### config.mk
export PLATFORM = sky130hd
export DESIGN_NAME = position_hold_outer_loop
export DESIGN_NICKNAME = d
export VERILOG_FILES = /design/src/rtl/phol_pkg.sv /design/src/rtl/phol_datapath.sv /design/src/rtl/phol_ctrl.sv /design/src/rtl/position_hold_outer_loop.sv
export SDC_FILE = /design/constraint.sdc
export NUM_CORES = 2
export LEC_CHECK = 0
export BUFFER_PORTS_ARGS = -buffer_cell sky130_fd_sc_hd__buf_4
export CORE_ASPECT_RATIO = 0.6
export CORE_MARGIN = 2
export CORE_UTILIZATION = 60
export CTS_CLUSTER_SIZE = 28
export DETAILED_ROUTE_END_ITERATION = 12
export PLACE_DENSITY = 0.78
export SETUP_SLACK_MARGIN = 0.4
export SYNTH_ARGS = -nofsm -noshare
export SYNTH_HDL_FRONTEND = slang
export SYNTH_SLANG_ARGS = --single-unit
### constraint.sdc
create_clock -name clock -period 13.76 [get_ports clock]
set_clock_uncertainty 0.05 [all_clocks]
set_input_delay 1.376 -clock clock [delete_from_list [all_inputs] [get_ports clock]]
set_output_delay 1.376 -clock clock [all_outputs]
set_load 0.05 [all_outputs]
### src/rtl/phol_pkg.sv
package phol_pkg;

   // Field widths of the request and response.
   localparam int POS_W    = 32;
   localparam int VEC_W    = 16;
   localparam int OUT_W    = 16;

   // Configuration register widths.
   localparam int PERIOD_W = 8;
   localparam int GAIN_W   = 16;
   localparam int LIM_W    = 17;
   localparam int STOP_W   = 15;
   localparam int CSR_W    = 17;
   localparam int CSR_IDX_W = 3;

   // Datapath widths.
   localparam int ERR_W    = POS_W + 1;
   localparam int MUL_A_W  = ERR_W;
   localparam int MUL_B_W  = VEC_W + 1;
   localparam int PROD_W   = MUL_A_W + MUL_B_W;
   localparam int ACC_W    = PROD_W + 1;
   localparam int CLAMP_W  = LIM_W + 1;
   localparam int ROT_FRAC = 14;
   localparam int GAIN_FRAC = 8;

   // Configuration register indexes.
   typedef enum logic [CSR_IDX_W-1:0] {
      CSR_LOOP_PERIOD     = 3'd0,
      CSR_GAIN_FORWARD    = 3'd1,
      CSR_GAIN_RIGHT      = 3'd2,
      CSR_ERR_LIM_FORWARD = 3'd3,
      CSR_ERR_LIM_RIGHT   = 3'd4,
      CSR_STOP_SPEED      = 3'd5,
      CSR_STOP_ACC        = 3'd6,
      CSR_LEVEL_LIMIT     = 3'd7
   } csr_index_type;

   // Datapath micro-operations issued by the controller.
   typedef enum logic [4:0] {
      OP_IDLE,
      OP_LOAD,
      OP_TICK,
      OP_SQ_VN,
      OP_SQ_VE,
      OP_SQ_VL,
      OP_SQ_AN,
      OP_SQ_AE,
      OP_SQ_AL,
      OP_DECIDE,
      OP_MUL_N_COS,
      OP_MUL_E_SIN,
      OP_MUL_E_COS,
      OP_MUL_N_SIN,
      OP_MUL_FWD_GAIN,
      OP_RGT_ERR,
      OP_MUL_RGT_GAIN,
      OP_RGT_OUT,
      OP_EMIT
   } op_type;

   typedef struct packed {
      op_type op;
   } phol_cmd_type;

   typedef struct packed {
      logic stick;
      logic due;
      logic target_zero;
   } phol_status_type;

endpackage

### src/rtl/phol_datapath.sv
module phol_datapath
   import phol_pkg::*;
(
   input  logic                        clock,
   input  logic                        reset,
   input  phol_cmd_type                cmd,
   output phol_status_type             status,
   input  logic                        req_stick_active,
   input  logic signed [POS_W-1:0]     req_pos_north,
   input  logic signed [POS_W-1:0]     req_pos_east,
   input  logic signed [VEC_W-1:0]     req_speed_north,
   input  logic signed [VEC_W-1:0]     req_speed_east,
   input  logic signed [VEC_W-1:0]     req_acc_north,
   input  logic signed [VEC_W-1:0]     req_acc_east,
   input  logic signed [VEC_W-1:0]     req_sin_heading,
   input  logic signed [VEC_W-1:0]     req_cos_heading,
   input  logic signed [VEC_W-1:0]     req_level_cos,
   output logic                        rsp_speed_set_valid,
   output logic signed [OUT_W-1:0]     rsp_speed_set_forward,
   output logic signed [OUT_W-1:0]     rsp_speed_set_right,
   output logic                        rsp_hovering,
   output logic                        rsp_target_captured,
   input  logic                        csr_write,
   input  logic [CSR_IDX_W-1:0]        csr_index,
   input  logic [CSR_W-1:0]            csr_wdata
);

   localparam logic signed [ACC_W:0] ROT_HALF =
      {{(ACC_W + 1 - ROT_FRAC){1'b0}}, 1'b1, {(ROT_FRAC - 1){1'b0}}};
   localparam logic signed [PROD_W:0] GAIN_HALF =
      {{(PROD_W + 1 - GAIN_FRAC){1'b0}}, 1'b1, {(GAIN_FRAC - 1){1'b0}}};
   localparam logic signed [PROD_W:0] SAT_HI =
      {{(PROD_W + 2 - OUT_W){1'b0}}, {(OUT_W - 1){1'b1}}};
   localparam logic signed [PROD_W:0] SAT_LO =
      {{(PROD_W + 2 - OUT_W){1'b1}}, {(OUT_W - 1){1'b0}}};

   function automatic logic signed [CLAMP_W-1:0] clamp_err(
      input logic signed [ACC_W:0] v,
      input logic [LIM_W-1:0]      lim
   );
      logic signed [ACC_W:0]   hi;
      logic signed [ACC_W:0]   lo;
      logic signed [CLAMP_W-1:0] res;
      hi = $signed({{(ACC_W + 1 - LIM_W){1'b0}}, lim});
      lo = -hi;
      if (v > hi) begin
         res = $signed({1'b0, lim});
      end else if (v < lo) begin
         res = -$signed({1'b0, lim});
      end else begin
         res = v[CLAMP_W-1:0];
      end
      return res;
   endfunction

   function automatic logic signed [OUT_W-1:0] sat_out(input logic signed [PROD_W:0] v);
      logic signed [OUT_W-1:0] res;
      if (v > SAT_HI) begin
         res = SAT_HI[OUT_W-1:0];
      end else if (v < SAT_LO) begin
         res = SAT_LO[OUT_W-1:0];
      end else begin
         res = v[OUT_W-1:0];
      end
      return res;
   endfunction

   // Configuration registers.
   logic [PERIOD_W-1:0] loop_period_ff, loop_period_in;
   logic [GAIN_W-1:0]   gain_fwd_ff, gain_fwd_in;
   logic [GAIN_W-1:0]   gain_rgt_ff, gain_rgt_in;
   logic [LIM_W-1:0]    lim_fwd_ff, lim_fwd_in;
   logic [LIM_W-1:0]    lim_rgt_ff, lim_rgt_in;
   logic [STOP_W-1:0]   stop_speed_ff, stop_speed_in;
   logic [STOP_W-1:0]   stop_acc_ff, stop_acc_in;
   logic [STOP_W-1:0]   level_lim_ff, level_lim_in;

   // Loop state.
   logic [PERIOD_W-1:0]    tick_ff, tick_in;
   logic signed [POS_W-1:0] tgt_n_ff, tgt_n_in;
   logic signed [POS_W-1:0] tgt_e_ff, tgt_e_in;
   logic                   hover_ff, hover_in;

   // Latched request.
   logic                    stick_ff, stick_in;
   logic signed [POS_W-1:0] pos_n_ff, pos_n_in;
   logic signed [POS_W-1:0] pos_e_ff, pos_e_in;
   logic signed [VEC_W-1:0] vn_ff, vn_in;
   logic signed [VEC_W-1:0] ve_ff, ve_in;
   logic signed [VEC_W-1:0] an_ff, an_in;
   logic signed [VEC_W-1:0] ae_ff, ae_in;
   logic signed [VEC_W-1:0] sn_ff, sn_in;
   logic signed [VEC_W-1:0] cs_ff, cs_in;
   logic signed [VEC_W-1:0] lc_ff, lc_in;

   // Working registers.
   logic signed [ERR_W-1:0]   err_n_ff, err_n_in;
   logic signed [ERR_W-1:0]   err_e_ff, err_e_in;
   logic signed [PROD_W-1:0]  prod_ff, prod_in;
   logic signed [ACC_W-1:0]   acc_ff, acc_in;
   logic signed [CLAMP_W-1:0] bf_ff, bf_in;
   logic signed [CLAMP_W-1:0] br_ff, br_in;
   logic                      stop_ok_ff, stop_ok_in;
   logic                      res_valid_ff, res_valid_in;
   logic signed [OUT_W-1:0]   res_fwd_ff, res_fwd_in;
   logic signed [OUT_W-1:0]   res_rgt_ff, res_rgt_in;
   logic                      res_cap_ff, res_cap_in;

   // Response register.
   logic                    out_valid_ff, out_valid_in;
   logic signed [OUT_W-1:0] out_fwd_ff, out_fwd_in;
   logic signed [OUT_W-1:0] out_rgt_ff, out_rgt_in;
   logic                    out_hover_ff, out_hover_in;
   logic                    out_cap_ff, out_cap_in;

   logic [PERIOD_W-1:0]       tick_next;
   logic                      due;
   logic signed [MUL_A_W-1:0] mul_a;
   logic signed [MUL_B_W-1:0] mul_b;
   logic                      mul_en;
   logic signed [PROD_W-1:0]  mul_p;
   logic signed [ACC_W-1:0]   prod_ext;
   logic signed [ACC_W:0]     acc_rnd;
   logic signed [ACC_W:0]     acc_cm;
   logic signed [PROD_W:0]    prod_rnd;
   logic signed [PROD_W:0]    prod_cm;
   logic                      level_ok;

   assign tick_next = tick_ff + PERIOD_W'(1);
   assign due       = (tick_next >= loop_period_ff);

   assign status.stick       = stick_ff;
   assign status.due         = due;
   assign status.target_zero = (tgt_n_ff == '0) && (tgt_e_ff == '0);

   assign prod_ext = {prod_ff[PROD_W-1], prod_ff};
   assign acc_rnd  = {acc_ff[ACC_W-1], acc_ff} + ROT_HALF;
   assign acc_cm   = acc_rnd >>> ROT_FRAC;
   assign prod_rnd = {prod_ff[PROD_W-1], prod_ff} + GAIN_HALF;
   assign prod_cm  = prod_rnd >>> GAIN_FRAC;
   assign level_ok = $signed({lc_ff[VEC_W-1], lc_ff}) >= $signed({2'b00, level_lim_ff});

   assign mul_p = mul_a * mul_b;

   // Shared multiplier operand selection.
   always_comb begin
      mul_a  = '0;
      mul_b  = '0;
      mul_en = 1'b1;
      case (cmd.op)
         OP_SQ_VN: begin
            mul_a = {{(MUL_A_W - VEC_W){vn_ff[VEC_W-1]}}, vn_ff};
            mul_b = {vn_ff[VEC_W-1], vn_ff};
         end
         OP_SQ_VE: begin
            mul_a = {{(MUL_A_W - VEC_W){ve_ff[VEC_W-1]}}, ve_ff};
            mul_b = {ve_ff[VEC_W-1], ve_ff};
         end
         OP_SQ_VL: begin
            mul_a = {{(MUL_A_W - STOP_W){1'b0}}, stop_speed_ff};
            mul_b = {2'b00, stop_speed_ff};
         end
         OP_SQ_AN: begin
            mul_a = {{(MUL_A_W - VEC_W){an_ff[VEC_W-1]}}, an_ff};
            mul_b = {an_ff[VEC_W-1], an_ff};
         end
         OP_SQ_AE: begin
            mul_a = {{(MUL_A_W - VEC_W){ae_ff[VEC_W-1]}}, ae_ff};
            mul_b = {ae_ff[VEC_W-1], ae_ff};
         end
         OP_SQ_AL: begin
            mul_a = {{(MUL_A_W - STOP_W){1'b0}}, stop_acc_ff};
            mul_b = {2'b00, stop_acc_ff};
         end
         OP_MUL_N_COS: begin
            mul_a = err_n_ff;
            mul_b = {cs_ff[VEC_W-1], cs_ff};
         end
         OP_MUL_E_SIN: begin
            mul_a = err_e_ff;
            mul_b = {sn_ff[VEC_W-1], sn_ff};
         end
         OP_MUL_E_COS: begin
            mul_a = err_e_ff;
            mul_b = {cs_ff[VEC_W-1], cs_ff};
         end
         OP_MUL_N_SIN: begin
            mul_a = err_n_ff;
            mul_b = {sn_ff[VEC_W-1], sn_ff};
         end
         OP_MUL_FWD_GAIN: begin
            mul_a = {{(MUL_A_W - CLAMP_W){bf_ff[CLAMP_W-1]}}, bf_ff};
            mul_b = {1'b0, gain_fwd_ff};
         end
         OP_MUL_RGT_GAIN: begin
            mul_a = {{(MUL_A_W - CLAMP_W){br_ff[CLAMP_W-1]}}, br_ff};
            mul_b = {1'b0, gain_rgt_ff};
         end
         default: begin
            mul_en = 1'b0;
         end
      endcase
   end

   // Register write decode.
   always_comb begin
      loop_period_in = loop_period_ff;
      gain_fwd_in    = gain_fwd_ff;
      gain_rgt_in    = gain_rgt_ff;
      lim_fwd_in     = lim_fwd_ff;
      lim_rgt_in     = lim_rgt_ff;
      stop_speed_in  = stop_speed_ff;
      stop_acc_in    = stop_acc_ff;
      level_lim_in   = level_lim_ff;
      if (csr_write) begin
         case (csr_index)
            CSR_LOOP_PERIOD:     loop_period_in = csr_wdata[PERIOD_W-1:0];
            CSR_GAIN_FORWARD:    gain_fwd_in    = csr_wdata[GAIN_W-1:0];
            CSR_GAIN_RIGHT:      gain_rgt_in    = csr_wdata[GAIN_W-1:0];
            CSR_ERR_LIM_FORWARD: lim_fwd_in     = csr_wdata[LIM_W-1:0];
            CSR_ERR_LIM_RIGHT:   lim_rgt_in     = csr_wdata[LIM_W-1:0];
            CSR_STOP_SPEED:      stop_speed_in  = csr_wdata[STOP_W-1:0];
            CSR_STOP_ACC:        stop_acc_in    = csr_wdata[STOP_W-1:0];
            CSR_LEVEL_LIMIT:     level_lim_in   = csr_wdata[STOP_W-1:0];
            default: begin
            end
         endcase
      end
   end

   // Micro-operation execution.
   always_comb begin
      tick_in      = tick_ff;
      tgt_n_in     = tgt_n_ff;
      tgt_e_in     = tgt_e_ff;
      hover_in     = hover_ff;
      stick_in     = stick_ff;
      pos_n_in     = pos_n_ff;
      pos_e_in     = pos_e_ff;
      vn_in        = vn_ff;
      ve_in        = ve_ff;
      an_in        = an_ff;
      ae_in        = ae_ff;
      sn_in        = sn_ff;
      cs_in        = cs_ff;
      lc_in        = lc_ff;
      err_n_in     = err_n_ff;
      err_e_in     = err_e_ff;
      prod_in      = mul_en ? mul_p : prod_ff;
      acc_in       = acc_ff;
      bf_in        = bf_ff;
      br_in        = br_ff;
      stop_ok_in   = stop_ok_ff;
      res_valid_in = res_valid_ff;
      res_fwd_in   = res_fwd_ff;
      res_rgt_in   = res_rgt_ff;
      res_cap_in   = res_cap_ff;
      out_valid_in = out_valid_ff;
      out_fwd_in   = out_fwd_ff;
      out_rgt_in   = out_rgt_ff;
      out_hover_in = out_hover_ff;
      out_cap_in   = out_cap_ff;
      case (cmd.op)
         OP_LOAD: begin
            stick_in = req_stick_active;
            pos_n_in = req_pos_north;
            pos_e_in = req_pos_east;
            vn_in    = req_speed_north;
            ve_in    = req_speed_east;
            an_in    = req_acc_north;
            ae_in    = req_acc_east;
            sn_in    = req_sin_heading;
            cs_in    = req_cos_heading;
            lc_in    = req_level_cos;
         end
         OP_TICK: begin
            res_valid_in = 1'b0;
            res_fwd_in   = '0;
            res_rgt_in   = '0;
            res_cap_in   = 1'b0;
            err_n_in     = {tgt_n_ff[POS_W-1], tgt_n_ff} - {pos_n_ff[POS_W-1], pos_n_ff};
            err_e_in     = {tgt_e_ff[POS_W-1], tgt_e_ff} - {pos_e_ff[POS_W-1], pos_e_ff};
            if (stick_ff) begin
               tgt_n_in = '0;
               tgt_e_in = '0;
            end else begin
               tick_in = due ? '0 : tick_next;
            end
         end
         OP_SQ_VE, OP_SQ_AE, OP_MUL_E_SIN: begin
            acc_in = prod_ext;
         end
         OP_SQ_VL, OP_SQ_AL, OP_MUL_FWD_GAIN: begin
            acc_in = acc_ff + prod_ext;
         end
         OP_SQ_AN: begin
            stop_ok_in = (acc_ff <= prod_ext);
         end
         OP_DECIDE: begin
            if (stop_ok_ff && (acc_ff <= prod_ext) && level_ok) begin
               tgt_n_in   = pos_n_ff;
               tgt_e_in   = pos_e_ff;
               hover_in   = 1'b1;
               res_cap_in = 1'b1;
            end else begin
               hover_in     = 1'b0;
               res_valid_in = 1'b1;
            end
         end
         OP_MUL_E_COS: begin
            acc_in = acc_ff - prod_ext;
         end
         OP_MUL_N_SIN: begin
            bf_in  = clamp_err(acc_cm, lim_fwd_ff);
            acc_in = prod_ext;
         end
         OP_RGT_ERR: begin
            br_in      = clamp_err(acc_cm, lim_rgt_ff);
            res_fwd_in = sat_out(prod_cm);
         end
         OP_RGT_OUT: begin
            res_rgt_in   = sat_out(prod_cm);
            res_valid_in = 1'b1;
         end
         OP_EMIT: begin
            out_valid_in = res_valid_ff;
            out_fwd_in   = res_fwd_ff;
            out_rgt_in   = res_rgt_ff;
            out_hover_in = hover_ff;
            out_cap_in   = res_cap_ff;
         end
         default: begin
         end
      endcase
   end

   always_ff @(posedge clock) begin
      if (reset) begin
         loop_period_ff <= PERIOD_W'(4);
         gain_fwd_ff    <= GAIN_W'(256);
         gain_rgt_ff    <= GAIN_W'(256);
         lim_fwd_ff     <= LIM_W'(1000);
         lim_rgt_ff     <= LIM_W'(1000);
         stop_speed_ff  <= STOP_W'(20);
         stop_acc_ff    <= STOP_W'(40);
         level_lim_ff   <= STOP_W'(15892);
         tick_ff        <= '0;
         tgt_n_ff       <= '0;
         tgt_e_ff       <= '0;
         hover_ff       <= 1'b0;
      end else begin
         loop_period_ff <= loop_period_in;
         gain_fwd_ff    <= gain_fwd_in;
         gain_rgt_ff    <= gain_rgt_in;
         lim_fwd_ff     <= lim_fwd_in;
         lim_rgt_ff     <= lim_rgt_in;
         stop_speed_ff  <= stop_speed_in;
         stop_acc_ff    <= stop_acc_in;
         level_lim_ff   <= level_lim_in;
         tick_ff        <= tick_in;
         tgt_n_ff       <= tgt_n_in;
         tgt_e_ff       <= tgt_e_in;
         hover_ff       <= hover_in;
      end
   end

   always_ff @(posedge clock) begin
      stick_ff     <= stick_in;
      pos_n_ff     <= pos_n_in;
      pos_e_ff     <= pos_e_in;
      vn_ff        <= vn_in;
      ve_ff        <= ve_in;
      an_ff        <= an_in;
      ae_ff        <= ae_in;
      sn_ff        <= sn_in;
      cs_ff        <= cs_in;
      lc_ff        <= lc_in;
      err_n_ff     <= err_n_in;
      err_e_ff     <= err_e_in;
      prod_ff      <= prod_in;
      acc_ff       <= acc_in;
      bf_ff        <= bf_in;
      br_ff        <= br_in;
      stop_ok_ff   <= stop_ok_in;
      res_valid_ff <= res_valid_in;
      res_fwd_ff   <= res_fwd_in;
      res_rgt_ff   <= res_rgt_in;
      res_cap_ff   <= res_cap_in;
      out_valid_ff <= out_valid_in;
      out_fwd_ff   <= out_fwd_in;
      out_rgt_ff   <= out_rgt_in;
      out_hover_ff <= out_hover_in;
      out_cap_ff   <= out_cap_in;
   end

   assign rsp_speed_set_valid   = out_valid_ff;
   assign rsp_speed_set_forward = out_fwd_ff;
   assign rsp_speed_set_right   = out_rgt_ff;
   assign rsp_hovering          = out_hover_ff;
   assign rsp_target_captured   = out_cap_ff;

endmodule

### src/rtl/phol_ctrl.sv
module phol_ctrl
   import phol_pkg::*;
(
   input  logic            clock,
   input  logic            reset,
   input  logic            req_valid,
   output logic            req_stall,
   output logic            rsp_valid,
   input  logic            rsp_stall,
   input  phol_status_type status,
   output phol_cmd_type    cmd
);

   typedef enum logic [4:0] {
      ST_IDLE  = 5'b00001,
      ST_TICK  = 5'b00010,
      ST_STOP  = 5'b00100,
      ST_TRACK = 5'b01000,
      ST_EMIT  = 5'b10000
   } ctrl_state_type;

   localparam logic [2:0] STOP_LAST  = 3'd6;
   localparam logic [2:0] TRACK_LAST = 3'd7;

   function automatic op_type stop_op(input logic [2:0] step);
      op_type op;
      case (step)
         3'd0:    op = OP_SQ_VN;
         3'd1:    op = OP_SQ_VE;
         3'd2:    op = OP_SQ_VL;
         3'd3:    op = OP_SQ_AN;
         3'd4:    op = OP_SQ_AE;
         3'd5:    op = OP_SQ_AL;
         3'd6:    op = OP_DECIDE;
         default: op = OP_IDLE;
      endcase
      return op;
   endfunction

   function automatic op_type track_op(input logic [2:0] step);
      op_type op;
      case (step)
         3'd0:    op = OP_MUL_N_COS;
         3'd1:    op = OP_MUL_E_SIN;
         3'd2:    op = OP_MUL_E_COS;
         3'd3:    op = OP_MUL_N_SIN;
         3'd4:    op = OP_MUL_FWD_GAIN;
         3'd5:    op = OP_RGT_ERR;
         3'd6:    op = OP_MUL_RGT_GAIN;
         3'd7:    op = OP_RGT_OUT;
         default: op = OP_IDLE;
      endcase
      return op;
   endfunction

   ctrl_state_type state_ff, state_in;
   logic [2:0]     step_ff, step_in;
   logic           rsp_valid_ff, rsp_valid_in;

   always_comb begin
      state_in     = state_ff;
      step_in      = step_ff;
      rsp_valid_in = rsp_valid_ff && rsp_stall;
      cmd.op       = OP_IDLE;
      case (state_ff)
         ST_IDLE: begin
            if (req_valid) begin
               cmd.op   = OP_LOAD;
               state_in = ST_TICK;
            end
         end
         ST_TICK: begin
            cmd.op  = OP_TICK;
            step_in = '0;
            if (status.stick || !status.due) begin
               state_in = ST_EMIT;
            end else if (status.target_zero) begin
               state_in = ST_STOP;
            end else begin
               state_in = ST_TRACK;
            end
         end
         ST_STOP: begin
            cmd.op = stop_op(step_ff);
            if (step_ff == STOP_LAST) begin
               state_in = ST_EMIT;
            end else begin
               step_in = step_ff + 3'd1;
            end
         end
         ST_TRACK: begin
            cmd.op = track_op(step_ff);
            if (step_ff == TRACK_LAST) begin
               state_in = ST_EMIT;
            end else begin
               step_in = step_ff + 3'd1;
            end
         end
         ST_EMIT: begin
            if (!rsp_valid_ff || !rsp_stall) begin
               cmd.op       = OP_EMIT;
               rsp_valid_in = 1'b1;
               state_in     = ST_IDLE;
            end
         end
         default: begin
            state_in = ST_IDLE;
         end
      endcase
   end

   always_ff @(posedge clock) begin
      if (reset) begin
         state_ff     <= ST_IDLE;
         step_ff      <= '0;
         rsp_valid_ff <= 1'b0;
      end else begin
         state_ff     <= state_in;
         step_ff      <= step_in;
         rsp_valid_ff <= rsp_valid_in;
      end
   end

   assign req_stall = (state_ff != ST_IDLE);
   assign rsp_valid = rsp_valid_ff;

`ifndef SYNTHESIS
   a_accept_to_tick: assert property (@(posedge clock) disable iff (reset)
      (req_valid && !req_stall) |=> (state_ff == ST_TICK))
      else $error("accepted request did not move to the tick step");

   a_emit_free: assert property (@(posedge clock) disable iff (reset)
      (cmd.op == OP_EMIT) |-> (!rsp_valid_ff || !rsp_stall))
      else $error("response register overwritten while held");

   a_emit_valid: assert property (@(posedge clock) disable iff (reset)
      (cmd.op == OP_EMIT) |=> (rsp_valid_ff && state_ff == ST_IDLE))
      else $error("response not presented after emit");

   a_stop_step: assert property (@(posedge clock) disable iff (reset)
      (state_ff == ST_STOP) |-> (step_ff <= STOP_LAST))
      else $error("stop test step counter out of range");
`endif

endmodule

### src/rtl/position_hold_outer_loop.sv
// Channel   Handshake            Direction  Contents
// req_      req_valid/req_stall  in         one control tick: stick, position, speed,
//                                           acceleration, heading sine/cosine, level cosine
// rsp_      rsp_valid/rsp_stall  out        speed setpoints, setpoint valid, hover, capture
// csr_      csr_write            in         register index and write data, no read-back
//
// A request skips the multiply steps when the stick is deflected or the loop is not
// due, runs a stop test when no target is held and tracks the target otherwise; all
// products come from the single shared 33x17 multiplier, one product per cycle.
// A new request is taken while the previous response still waits on rsp_stall;
// only the final emit step waits for the response register to free up.
// Reset is synchronous and active high and restores the configuration registers
// to their defaults and clears the tick counter, the hold target and the hover flag.
module position_hold_outer_loop
   import phol_pkg::*;
(
   input  logic                    clock,
   input  logic                    reset,

   input  logic                    req_valid,
   output logic                    req_stall,
   input  logic                    req_stick_active,
   input  logic signed [POS_W-1:0] req_pos_north,
   input  logic signed [POS_W-1:0] req_pos_east,
   input  logic signed [VEC_W-1:0] req_speed_north,
   input  logic signed [VEC_W-1:0] req_speed_east,
   input  logic signed [VEC_W-1:0] req_acc_north,
   input  logic signed [VEC_W-1:0] req_acc_east,
   input  logic signed [VEC_W-1:0] req_sin_heading,
   input  logic signed [VEC_W-1:0] req_cos_heading,
   input  logic signed [VEC_W-1:0] req_level_cos,

   output logic                    rsp_valid,
   input  logic                    rsp_stall,
   output logic                    rsp_speed_set_valid,
   output logic signed [OUT_W-1:0] rsp_speed_set_forward,
   output logic signed [OUT_W-1:0] rsp_speed_set_right,
   output logic                    rsp_hovering,
   output logic                    rsp_target_captured,

   input  logic                    csr_write,
   input  logic [CSR_IDX_W-1:0]    csr_index,
   input  logic [CSR_W-1:0]        csr_wdata
);

   // The controller walks each request through datapath operations: latch the
   // request, advance the tick divider or, with the stick deflected, clear the
   // hold target; if due, either the stop test (squared speed and acceleration
   // magnitudes against squared limits) or the tracking sequence (body-frame
   // rotation, clamp, gain); finally copy the result into the response register.
   phol_cmd_type    cmd;
   phol_status_type status;

   phol_ctrl u_ctrl (
      .clock     (clock),
      .reset     (reset),
      .req_valid (req_valid),
      .req_stall (req_stall),
      .rsp_valid (rsp_valid),
      .rsp_stall (rsp_stall),
      .status    (status),
      .cmd       (cmd)
   );

   // The datapath holds the registers, the hold target, the hover flag and
   // the single shared multiplier with its accumulator.
   phol_datapath u_datapath (
      .clock                 (clock),
      .reset                 (reset),
      .cmd                   (cmd),
      .status                (status),
      .req_stick_active      (req_stick_active),
      .req_pos_north         (req_pos_north),
      .req_pos_east          (req_pos_east),
      .req_speed_north       (req_speed_north),
      .req_speed_east        (req_speed_east),
      .req_acc_north         (req_acc_north),
      .req_acc_east          (req_acc_east),
      .req_sin_heading       (req_sin_heading),
      .req_cos_heading       (req_cos_heading),
      .req_level_cos         (req_level_cos),
      .rsp_speed_set_valid   (rsp_speed_set_valid),
      .rsp_speed_set_forward (rsp_speed_set_forward),
      .rsp_speed_set_right   (rsp_speed_set_right),
      .rsp_hovering          (rsp_hovering),
      .rsp_target_captured   (rsp_target_captured),
      .csr_write             (csr_write),
      .csr_index             (csr_index),
      .csr_wdata             (csr_wdata)
   );

endmodule
==> metrics.yaml <==
status: "completed"
num_vias: 52431
cts_resized: 0
drtIter0Drc: 7332
async_flop_share_pct: 0
cts_setup_buffers: 0
clk_latency_ns: 0.71
hold_viol: 0
num_rows: 90
ys.flop_type: "edfxtp_1"
setup_viol: 0
ys_warn_count: 0
grt_pass1_wl_mm: 310
period_share_pct: 83.4
fmax_ghz: 0.0871
drc: 0
grt_max_degree: 104
netlist_instances: 6656
ys_ff_latch: 656
clock_sinks: 656
area_growth_pct: 8.39
fin_setup_tns_ns: 0
h-tree-depth: 2
drt_first_pass_iters: 7
synth_top_area_cell: "edfxtp_1"
yosysSeqAreaShare_pct: 29.2
power.density_nw_per_um2: 103
yosys-top-cells-area: "edfxtp_1 22%, fa_1 18%, ha_1 9.4%"
drv_slew: 0
grt_pass1_vias: 49573
synth.avg_cell_area_um2: 9.09
synth_edf_count: 450
fp.dieW_um: 414
path_clk_slew_ns: 0.08
cts.path.max_buffers: 3
io-pin-count: 239
grt_util_all_layers_pct: 39.8
crit_path_start_kind: "flop"
antenna_found_initial: 4
wl_per_cell_um: 25.7
via_per_inst: 6.45
slowest_delay_ns: 0.86
routed_wl_mm: 209
globalplace.congestion: 1.05
netlist_area_um2: 60500
power_w: 0.00678
hold_class: "flop to flop"
dp_hpwl_mm: 165
cp_max_fo: 32
postRouteAntennaNets: 0
arrival_ns: 11.82
whs_path_depth: 0
r2r_cells: 32
tightest_slew_ns: 1.39
die_area_um2: 103000
critPathRequiredTime_ns: 14.10
cts_tree: "done"
vdd_drop_max_mv: 0.143
start_util_pct: 60.3
grt_setup_unrepaired: "false"
ys_types: 100
drv_cap: 0
cp_slowest_cell: "nor2_2"
cp-end-kind: "flop"
synth_top_area_share_pct: 22.3
max-slew-margin-rel_pct: 5.16
port_buffers: 238
layout_min_cycle_time_ns: 11.48
die_h_um: 250
grt-ovfl-total: 0
core_region_area_um2: 100000
path_class: "flop to flop"
power.leakage_nw: 29.1
syn_nets: 7852
layout-drive-gt1-share_pct: 7.68
root_buffer: "clkbuf_16"
cts_buffers: 61
nets: 7927
ctsHoldBuffers: 0
[critical path, delay by kind of cell, from the launching register on]
kind / cells / cell delay [ns]
AOI/OAI and AO/OA: 13 / 4.83
and+or+nand+nor: 3 / 1.39
DFF: 1 / 0.37
adders and majority gates: 8 / 3.71
buffers and inverters: 7 / 0.65
xor gates and xnor gates: 1 / 0.14
[placed cells by master, fill, tap and decap left out, drive strengths merged, types with 125 or more instances in the layout]
| master | instances |
|---|---|
| inv | 899 |
| nor2 | 734 |
| nand2 | 689 |
| fa | 541 |
| ha | 453 |
| edfxtp | 450 |
| a21oi | 415 |
| buf | 313 |
| o21ai | 230 |
| dfxtp | 206 |
| xnor2 | 158 |
| nand3 | 131 |
| a21o | 125 |
[power by group]
part	switching (W)	total, W	leakage, nW	internal [W]
sequential	0.000212	0.00257	5.86	0.00236
clock	0.000842	0.00185	1.04	0.00101
combinational	0.00158	0.00235	22.2	0.000777
total	0.00263	0.00678	29.1	0.00415
[sequential cells by signal, indices dropped and copies added (netlist names), 17 cells and up, named ones only]
register / cells
u_datapath.br_ff: 18
u_datapath.acc_ff: 51
u_datapath.err_e_ff: 33
u_datapath.pos_n_ff: 32
u_datapath.err_n_ff: 33
u_datapath.tgt_e_ff: 32
u_datapath.bf_ff: 18
u_datapath.pos_e_ff: 32
u_datapath.lim_rgt_ff: 17
u_datapath.prod_ff: 50
u_datapath.lim_fwd_ff: 17
u_datapath.tgt_n_ff: 32
[cell usage after synthesis (all sizes together), types with 38 or more instances]
library cell,instances
dfxtp,206
nor2b,51
nor4,71
nand2,689
ha,453
nand3,131
a21oi,415
clkbuf,198
nand2b,48
a221o,40
xnor2,158
a31oi,111
o21a,104
a22oi,62
o21ai,230
nand4,75
a221oi,38
buf,103
xor2,45
nor3,95
fa,541
edfxtp,450
a21o,125
inv,897
o21bai,39
nor2,734
[worst paths after layout]
kind	startpoint	end	slack, ns
setup / recovery	u_ctrl.step_ff[0]	u_datapath.prod_ff[49]	2.28
hold / removal	u_datapath.res_rgt_ff[15]	u_datapath.rsp_speed_set_right[15]	0.37
setup reg to reg	u_ctrl.step_ff[0]	u_datapath.prod_ff[49]	2.28
hold reg to reg	u_datapath.res_rgt_ff[15]	u_datapath.rsp_speed_set_right[15]	0.37
[logic make-up (layout without fill, tap and decap cells)]
kind of cell	after synthesis	in the layout	share of synthesized area, %
muxes	28	28	0.472
buffers and inverters	1199	1327	7.72
adders and majority gates	994	994	27.3
xor gates and xnor gates	203	203	2.94
DFF	656	656	29.2
other	0	6	0
and+or+nand+nor	2083	2083	15.5
AOI/OAI and AO/OA	1493	1493	16.9
[cell type report]
cell class | count | area (µm²)
Antenna cell | 6 | 15.0
Clock buffer | 82 | 1770
Clock inverter | 34 | 392
Fill cell | 8053 | 34700
Inverter | 898 | 3370
Multi-Input combinational cell | 4801 | 38300
Sequential cell | 656 | 17600
Tap cell | 1334 | 1670
Timing Repair Buffer | 313 | 2350
[routing by layer]
metal	up-vias	track usage, %	wire length, µm
li1	23028	-	-
met1	25478	61.0	88500
met2	3563	51.2	79900
met3	356	16.9	34800
met4	6	9.04	5550
met5	-	0	43
[metrics by stage]
step           util (%)  instances  hold WS (ns)  setup slack, ns  cell area [µm²]
2_1_floorplan         -       6656         0.350             3.61            60500
3_3_place_gp       63.2       8002         0.353             2.60            63400
3_5_place_dp       63.2       8002         0.355             2.47            63400
4_1_cts            65.4       8118         0.359             2.65            65500
5_1_grt            65.4       8119         0.378             1.74            65500
6_report           65.4       8124         0.366             2.28            65500
No activity file was read; power rests on OpenSTA's default activity.
